[src/hdl/pfod_pkg.sv]
// Package for the pulse frame obstacle decoder.
// Holds frame constants, register indexes and the threshold bundle type.
// No dependencies.
`timescale 1ns / 1ps

package pfod_pkg;

    localparam int FRAME_EDGES = 34;
    localparam int POS_W       = 6;

    localparam logic [15:0] SYNC_MIN = 16'd1790;
    localparam logic [15:0] SYNC_MAX = 16'd1800;
    localparam logic [2:0]  ZONE_MAX = 3'd5;

    localparam logic [POS_W-1:0] POS_FIRST = 6'd0;
    localparam logic [POS_W-1:0] POS_SYNC  = 6'd1;
    localparam logic [POS_W-1:0] POS_LAST  = 6'(FRAME_EDGES - 1);

    localparam logic [2:0] REG_THRESH_STOP      = 3'd0;
    localparam logic [2:0] REG_THRESH_HALF      = 3'd1;
    localparam logic [2:0] REG_THRESH_ONE       = 3'd2;
    localparam logic [2:0] REG_THRESH_ONE_HALF  = 3'd3;
    localparam logic [2:0] REG_THRESH_TWO       = 3'd4;
    localparam logic [2:0] REG_THRESH_OPEN      = 3'd5;
    localparam logic [2:0] REG_BIT_ONE_LIMIT    = 3'd6;
    localparam logic [2:0] REG_CLAMP_FLOOR      = 3'd7;

    typedef struct packed {
        logic [7:0] stop;
        logic [7:0] half_metre;
        logic [7:0] one_metre;
        logic [7:0] one_half_metre;
        logic [7:0] two_metre;
        logic [7:0] open;
        logic [7:0] clamp_floor;
    } grade_cfg_t;

endpackage

[src/hdl/pfod_grade.sv]
// Clamp one decoded reading byte and grade it into a distance zone.
// Depends on pfod_pkg for the threshold bundle.
`timescale 1ns / 1ps

module pfod_grade (
    input  pfod_pkg::grade_cfg_t cfg,
    input  logic [7:0]           raw,
    input  logic [2:0]           held_zone,
    output logic [7:0]           reading,
    output logic [2:0]           zone
);
    import pfod_pkg::*;

    always_comb begin
        if (raw != 8'd0 && raw < cfg.clamp_floor) begin
            reading = 8'hFF;
        end else begin
            reading = raw;
        end
    end

    always_comb begin
        if (reading >= cfg.stop) begin
            zone = ZONE_MAX;
        end else if (reading > cfg.half_metre) begin
            zone = 3'd4;
        end else if (reading > cfg.one_metre) begin
            zone = 3'd3;
        end else if (reading > cfg.one_half_metre) begin
            zone = 3'd2;
        end else if (reading > cfg.two_metre) begin
            zone = 3'd1;
        end else if (reading > cfg.open) begin
            zone = 3'd0;
        end else begin
            zone = held_zone;
        end
    end

endmodule

[src/hdl/pulse_frame_obstacle_decoder_top.sv]
// Top level of the pulse frame obstacle decoder: config registers, frame
// sequencing and output register. Depends on pfod_pkg and pfod_grade.
//
// Usage:
//   The s_ channel carries one 16-bit timer capture per sensor edge. Each
//   capture is taken into an input register and decoded from there
//   against the previous capture. Frame positions run 0 to 33; the
//   sync interval at position 1 must lie in 1790..1800. A result transfer
//   on the m_ channel follows the last edge of a frame (readings and zones)
//   or a bad sync interval (m_tuser high, readings zero, held zones).
//   Path: a capture is held in the input register and decoded, and its result
//   is loaded into the output register, which presents it on the m_ channel.
//   Throughput: one capture per cycle unless a result waits on m_tready,
//   set by the single decode step between the input and output registers.
//   Stall: while m_tready is low a result waits in the output register;
//   captures that produce no result keep advancing, and one that produces a
//   result waits in the input register, dropping s_tready.
//   Reset: aresetn low clears the frame position, previous capture, shifter
//   and held zones to zero and loads the register defaults.
//   Configuration: APB, register i at byte address 4*i. The user must write
//   it only while the block is idle; the block itself does not enforce this.
`timescale 1ns / 1ps

module pulse_frame_obstacle_decoder_top (
    input  logic        aclk,
    input  logic        aresetn,
    // capture_time [15:0]
    input  logic        s_tvalid,
    output logic        s_tready,
    input  logic [15:0] s_tdata,
    // front_reading [7:0], back_reading [15:8], front_zone [18:16],
    // back_zone [21:19], zero fill [23:22]
    output logic        m_tvalid,
    input  logic        m_tready,
    output logic [23:0] m_tdata,
    // sync_error [0]
    output logic        m_tuser,
    input  logic        psel,
    input  logic        penable,
    input  logic        pwrite,
    input  logic [4:0]  paddr,
    input  logic [31:0] pwdata,
    output logic [31:0] prdata,
    output logic        pready
);
    import pfod_pkg::*;

    logic [7:0]  thr_stop_reg, thr_half_reg, thr_one_reg;
    logic [7:0]  thr_one_half_reg, thr_two_reg, thr_open_reg;
    logic [15:0] bit_limit_reg;
    logic [7:0]  clamp_floor_reg;

    logic        in_valid_reg;
    logic [15:0] cap_reg;

    logic [POS_W-1:0] pos_reg, pos_next;
    logic [15:0]      prev_reg;
    logic [15:0]      shift_reg, shift_next;
    logic [2:0]       held_front_reg, held_back_reg;

    logic        out_valid_reg;
    logic [23:0] out_data_reg;
    logic        out_user_reg;

    logic [POS_W-1:0] pos_cur;
    logic [15:0]      interval;
    logic             sync_bad;
    logic             produces;
    logic             is_last;
    logic             advance;
    logic             cfg_write;

    grade_cfg_t  gcfg;
    logic [7:0]  front_reading, back_reading;
    logic [2:0]  front_zone, back_zone;

    assign pready    = 1'b1;
    assign cfg_write = psel && penable && pwrite && pready;

    always_ff @(posedge aclk) begin
        if (!aresetn) begin
            thr_stop_reg     <= 8'd255;
            thr_half_reg     <= 8'd250;
            thr_one_reg      <= 8'd245;
            thr_one_half_reg <= 8'd240;
            thr_two_reg      <= 8'd235;
            thr_open_reg     <= 8'd0;
            bit_limit_reg    <= 16'd400;
            clamp_floor_reg  <= 8'd229;
        end else if (cfg_write) begin
            case (paddr[4:2])
                REG_THRESH_STOP:     thr_stop_reg     <= pwdata[7:0];
                REG_THRESH_HALF:     thr_half_reg     <= pwdata[7:0];
                REG_THRESH_ONE:      thr_one_reg      <= pwdata[7:0];
                REG_THRESH_ONE_HALF: thr_one_half_reg <= pwdata[7:0];
                REG_THRESH_TWO:      thr_two_reg      <= pwdata[7:0];
                REG_THRESH_OPEN:     thr_open_reg     <= pwdata[7:0];
                REG_BIT_ONE_LIMIT:   bit_limit_reg    <= pwdata[15:0];
                REG_CLAMP_FLOOR:     clamp_floor_reg  <= pwdata[7:0];
                default: ;
            endcase
        end
    end

    always_comb begin
        case (paddr[4:2])
            REG_THRESH_STOP:     prdata = {24'd0, thr_stop_reg};
            REG_THRESH_HALF:     prdata = {24'd0, thr_half_reg};
            REG_THRESH_ONE:      prdata = {24'd0, thr_one_reg};
            REG_THRESH_ONE_HALF: prdata = {24'd0, thr_one_half_reg};
            REG_THRESH_TWO:      prdata = {24'd0, thr_two_reg};
            REG_THRESH_OPEN:     prdata = {24'd0, thr_open_reg};
            REG_BIT_ONE_LIMIT:   prdata = {16'd0, bit_limit_reg};
            REG_CLAMP_FLOOR:     prdata = {24'd0, clamp_floor_reg};
            default:             prdata = 32'd0;
        endcase
    end

    // decode step on the registered capture
    always_comb begin
        if (prev_reg < cap_reg) begin
            interval = cap_reg - prev_reg;
        end else begin
            interval = cap_reg - prev_reg - 16'd1;
        end
        pos_cur  = (pos_reg > POS_LAST) ? POS_FIRST : pos_reg;
        sync_bad = (interval < SYNC_MIN) || (interval > SYNC_MAX);
        is_last  = (pos_cur == POS_LAST);
        produces = ((pos_cur == POS_SYNC) && sync_bad) || is_last;

        shift_next = shift_reg;
        pos_next   = pos_cur + 6'd1;
        if (pos_cur == POS_FIRST) begin
            shift_next = 16'd0;
        end else if (pos_cur == POS_SYNC) begin
            if (sync_bad) begin
                pos_next = POS_FIRST;
            end
        end else begin
            if (pos_cur[0]) begin
                shift_next = {shift_reg[14:0], interval < bit_limit_reg};
            end
            if (is_last) begin
                pos_next = POS_FIRST;
            end
        end
    end

    assign gcfg = '{stop: thr_stop_reg, half_metre: thr_half_reg,
                    one_metre: thr_one_reg, one_half_metre: thr_one_half_reg,
                    two_metre: thr_two_reg, open: thr_open_reg,
                    clamp_floor: clamp_floor_reg};

    pfod_grade u_grade_front (
        .cfg       (gcfg),
        .raw       (shift_next[15:8]),
        .held_zone (held_front_reg),
        .reading   (front_reading),
        .zone      (front_zone)
    );

    pfod_grade u_grade_back (
        .cfg       (gcfg),
        .raw       (shift_next[7:0]),
        .held_zone (held_back_reg),
        .reading   (back_reading),
        .zone      (back_zone)
    );

    assign advance  = in_valid_reg && (!produces || !out_valid_reg || m_tready);
    assign s_tready = !in_valid_reg || advance;

    always_ff @(posedge aclk) begin
        if (!aresetn) begin
            in_valid_reg   <= 1'b0;
            pos_reg        <= POS_FIRST;
            prev_reg       <= 16'd0;
            shift_reg      <= 16'd0;
            held_front_reg <= 3'd0;
            held_back_reg  <= 3'd0;
            out_valid_reg  <= 1'b0;
        end else begin
            if (s_tready) begin
                in_valid_reg <= s_tvalid;
            end
            if (advance) begin
                pos_reg   <= pos_next;
                prev_reg  <= cap_reg;
                shift_reg <= shift_next;
                if (is_last) begin
                    held_front_reg <= front_zone;
                    held_back_reg  <= back_zone;
                end
            end
            if (advance && produces) begin
                out_valid_reg <= 1'b1;
            end else if (m_tready) begin
                out_valid_reg <= 1'b0;
            end
        end
    end

    always_ff @(posedge aclk) begin
        if (s_tready && s_tvalid) begin
            cap_reg <= s_tdata;
        end
        if (advance && produces) begin
            if (is_last) begin
                out_data_reg <= {2'b00, back_zone, front_zone, back_reading, front_reading};
                out_user_reg <= 1'b0;
            end else begin
                out_data_reg <= {2'b00, held_back_reg, held_front_reg, 16'd0};
                out_user_reg <= 1'b1;
            end
        end
    end

    assign m_tvalid = out_valid_reg;
    assign m_tdata  = out_data_reg;
    assign m_tuser  = out_user_reg;

    a_pos_range: assert property (@(posedge aclk) disable iff (!aresetn)
        pos_reg <= POS_LAST)
        else $error("frame position past last edge");

    a_sync_err_payload: assert property (@(posedge aclk) disable iff (!aresetn)
        (m_tvalid && m_tuser) |-> (m_tdata[15:0] == 16'd0))
        else $error("sync error result carries nonzero readings");

    a_zone_range: assert property (@(posedge aclk) disable iff (!aresetn)
        m_tvalid |-> (m_tdata[18:16] <= ZONE_MAX && m_tdata[21:19] <= ZONE_MAX))
        else $error("zone out of range");

    a_restart: assert property (@(posedge aclk) disable iff (!aresetn)
        (advance && produces) |=> (pos_reg == POS_FIRST && m_tvalid))
        else $error("frame did not restart after a result");

    a_held_on_err: assert property (@(posedge aclk) disable iff (!aresetn)
        (advance && produces && !is_last) |=>
        (held_front_reg == $past(held_front_reg) && held_back_reg == $past(held_back_reg)))
        else $error("held zones changed on sync error");

endmodule
[config.mk]
export PLATFORM = sky130hd
export DESIGN_NAME = pulse_frame_obstacle_decoder_top
export DESIGN_NICKNAME = d
export VERILOG_FILES = /design/src/hdl/pfod_pkg.sv /design/src/hdl/pfod_grade.sv /design/src/hdl/pulse_frame_obstacle_decoder_top.sv
export SDC_FILE = /design/constraint.sdc
export NUM_CORES = 1
export LEC_CHECK = 0
export BUFFER_PORTS_ARGS = -buffer_cell sky130_fd_sc_hd__buf_2
export CAP_MARGIN = 20
export CORE_ASPECT_RATIO = 0.8
export CORE_MARGIN = 1
export CORE_UTILIZATION = 55
export CTS_BUF_LIST = sky130_fd_sc_hd__clkbuf_16
export DETAILED_ROUTE_END_ITERATION = 10
export PLACE_DENSITY_LB_ADDON = 0.05
export RECOVER_POWER = 100
export SYNTH_ARGS = -nofsm -noshare
export SYNTH_HDL_FRONTEND = slang
export SYNTH_SLANG_ARGS = --single-unit
[constraint.sdc]
create_clock -name aclk -period 6.8 [get_ports aclk]
set_input_delay 0.68 -clock aclk [delete_from_list [all_inputs] [get_ports aclk]]
set_output_delay 0.68 -clock aclk [all_outputs]
set_load 0.005 [all_outputs]
==> results.py <==
metrics = {
    "grt": {
        "grt_pass1_wl_mm": 52.4,
        "overflow": 0,
        "grt_pass1_vias": 9623,
        "antenna_found_initial": 0,
        "grt_usage_pct": 31.2,
        "grt_max_degree": 66,
    },
    "clock_network": {
        "path_clk_slew_ps": 80,
        "ctsHoldBuffers": 0,
        "cts_tree": "yes",
        "cts-root-buf": "clkbuf_16",
        "clock_path_buffers": 2,
        "cts_sinks": 157,
        "clkLatencyLatePin_ps": 450,
        "htree_levels": 4,
        "cts_made_buffers": 17,
    },
    "route": {
        "wl_mm": 33.9,
        "antenna_left": 0,
        "dr.pass1.iters": 9,
        "dr_total_vias": 10900,
        "initialDrtViolationCount": 1199,
        "via_per_inst": 5.97,
        "wire_per_inst_um": 18.6,
        "drc": 18,
    },
    "layout": {
        "regMostFlops": "m_tdata",
        "multiInputGateArea_um2": 7830,
        "largest_register_ffs": 22,
        "mostFrequentLayoutCells": "nand2_1 (212), ha_1 (134), dfxtp_1 (118)",
        "final.fill_count": 1776,
        "fin_nets": 1743,
        "area_growth_pct": 17.9,
        "final_common_cell": "nand2_1",
        "layout-drive-gt1-share_pct": 18.3,
        "regArea_um2": 3530,
        "antenna_cells": 0,
    },
    "synthesis": {
        "syn_inst": 1407,
        "synthDistinctLibCells": 79,
        "avgSynthCellArea_um2": 8.33,
        "synth-async-reset-ratio_pct": 0,
        "synth_seq_cells": 157,
        "netlist_area_um2": 11700,
        "yosysWarnings": 0,
        "dominantRegCellSynth": "dfxtp_1",
        "seq_area_frac_synth_pct": 30.1,
        "synth-edff-count": 39,
    },
    "status": {
        "status": "finished, violations left",
        "violations": "DRC, capacitance limit, slew limit",
    },
    "power_and_ir_drop": {
        "ir_drop_v": 0.000161,
        "power_mw": 2.77,
        "powerDensity_nw_per_um2": 200,
        "leakage_nw": 6.30,
    },
    "worst_hold_path": {
        "min_from": "s_tdata[3]",
        "worstHoldPathType": "in2reg",
    },
    "critical_path": {
        "path_max_fanout": 6,
        "slowest_delay_ps": 460,
        "r2r_start": "cap_reg[6]",
        "cp_data_required_time_ps": 7090,
        "cp_num_buf_inv": 2,
        "reg2reg_slack_ps": 170,
        "worstSetupPathType": "reg2reg",
        "cp-start-kind": "flip-flop",
        "cp_top_family": "compound AO/OA/AOI/OAI gates",
        "cp-startpoint": "cap_reg[6]",
        "arrival_ps": 6920,
        "end_kind": "flip-flop",
        "slowest_stage": "a2111o_1",
    },
    "timing": {
        "whs_ps": 402,
        "rsz0062_at_grt": "true",
        "timing.fmax_mhz": 151,
        "finalMaxSlewViolations": 39,
        "worst_pin_slew_ps": 1740,
        "report.final.hold_viol_count": 0,
        "max-slew-margin-rel_pct": -16.0,
        "fin_crit_ps": 6630,
        "fin_worst_skew_ps": 18.7,
        "period_share_pct": 97.5,
        "tns_ps": 0,
        "finalSetupViolCount": 0,
    },
    "die": {
        "io_pins": 120,
        "fp-row-count": 47,
        "start_util_pct": 56.3,
        "fp.dieW_um": 165,
        "dieArea_um2": 21900,
        "core_area_um2": 20800,
        "die_y_um": 133,
    },
    "flow_run": {
        "cap_viol_max_count": 1,
    },
    "place": {
        "dp_hpwl_mm": 24.8,
        "portBuffers": 82,
        "globalplace.congestion": 0.906,
    },
}
-- stage by stage --
stage | instances | cell area (um2) | util, % | setup slack (ps)
global placement | 1776 | 12700 | 61.2 | -218
finish | 1819 | 13800 | 66.4 | 170
CTS | 1814 | 13500 | 64.7 | 13.3
detailed placement | 1776 | 12700 | 61.2 | -281
global route | 1819 | 13800 | 66.4 | -143
floorplan | 1424 | 11800 | - | 148
-- cells in the mapped netlist (all sizes together) (32+ instances only) --
master,n,share of area (%)
clkbuf,56,1.8
a21o,44,2.8
mux2i,62,5.3
o21ai,51,2.3
inv,102,3.3
o211ai,46,2.9
nor2,64,2.0
ha,145,15
a21oi,100,4.3
buf,32,2.2
nand2,219,7.0
nand3,33,1.4
edfxtp,39,10
dfxtp,118,20
-- cells by family after synthesis --
kind of cell | synth area share (%)
other | 0.0641
DFF | 30.1
and+or+nand+nor | 18.1
buffers and inverters | 7.32
muxes | 5.68
xor gates and xnor gates | 2.16
adders and majority gates | 15.6
AOI/OAI and AO/OA | 20.9
-- metal layers --
| layer | routed length, um | vias up | share of wire (%) | GRT usage, % |
|---|---|---|---|---|
| met2 | 13200 | 441 | 39 | 40.1 |
| met1 | 17300 | 5112 | 51 | 51.5 |
| met4 | 409 | 0 | 1.2 | 6.83 |
| met5 | 0 | - | 0 | 0 |
| met3 | 2920 | 33 | 8.6 | 5.86 |
| li1 | - | 5267 | - | - |
-- power by group --
part | switching [mW] | leakage [nW] | internal, mW
clock network | 0.477 | 0.292 | 0.495
logic | 0.441 | 4.68 | 0.360
registers | 0.0151 | 1.33 | 0.978
total | 0.933 | 6.30 | 1.83
-- final timing paths --
path,to,cells past startpoint
worst min register to register,prev_reg[11],2
worst max register to register,held_back_reg[1],32
worst min-delay path,cap_reg[3],1
worst max-delay path,held_back_reg[1],32
-- cell type report --
type	count	area share, %
clock buffer	17	3.08
clock inverter	15	1.20
inverter	103	2.80
multi-input combinational	1076	56.7
sequential	157	25.6
tap	269	2.44
timing repair buffer	182	8.26
-- worst reg2reg max path: cells and delay by family (launching register included) --
| family | cells | cell delay (ps) |
|---|---|---|
| adders and majority gates | 3 | 780 |
| DFF | 1 | 440 |
| xor gates and xnor gates | 2 | 440 |
| buffers and inverters | 2 | 320 |
| AOI/OAI and AO/OA | 15 | 3120 |
| and+or+nand+nor | 10 | 1380 |
-- what timing repair did --
item                                    4_1_cts  5_1_grt
endpoints found under the setup margin        6        6
gates resized for setup                      22       75
gates cloned                                  0        0
setup buffers                                 6        5
pin swaps                                    14       50
Power figures use the tool's default switching activity.
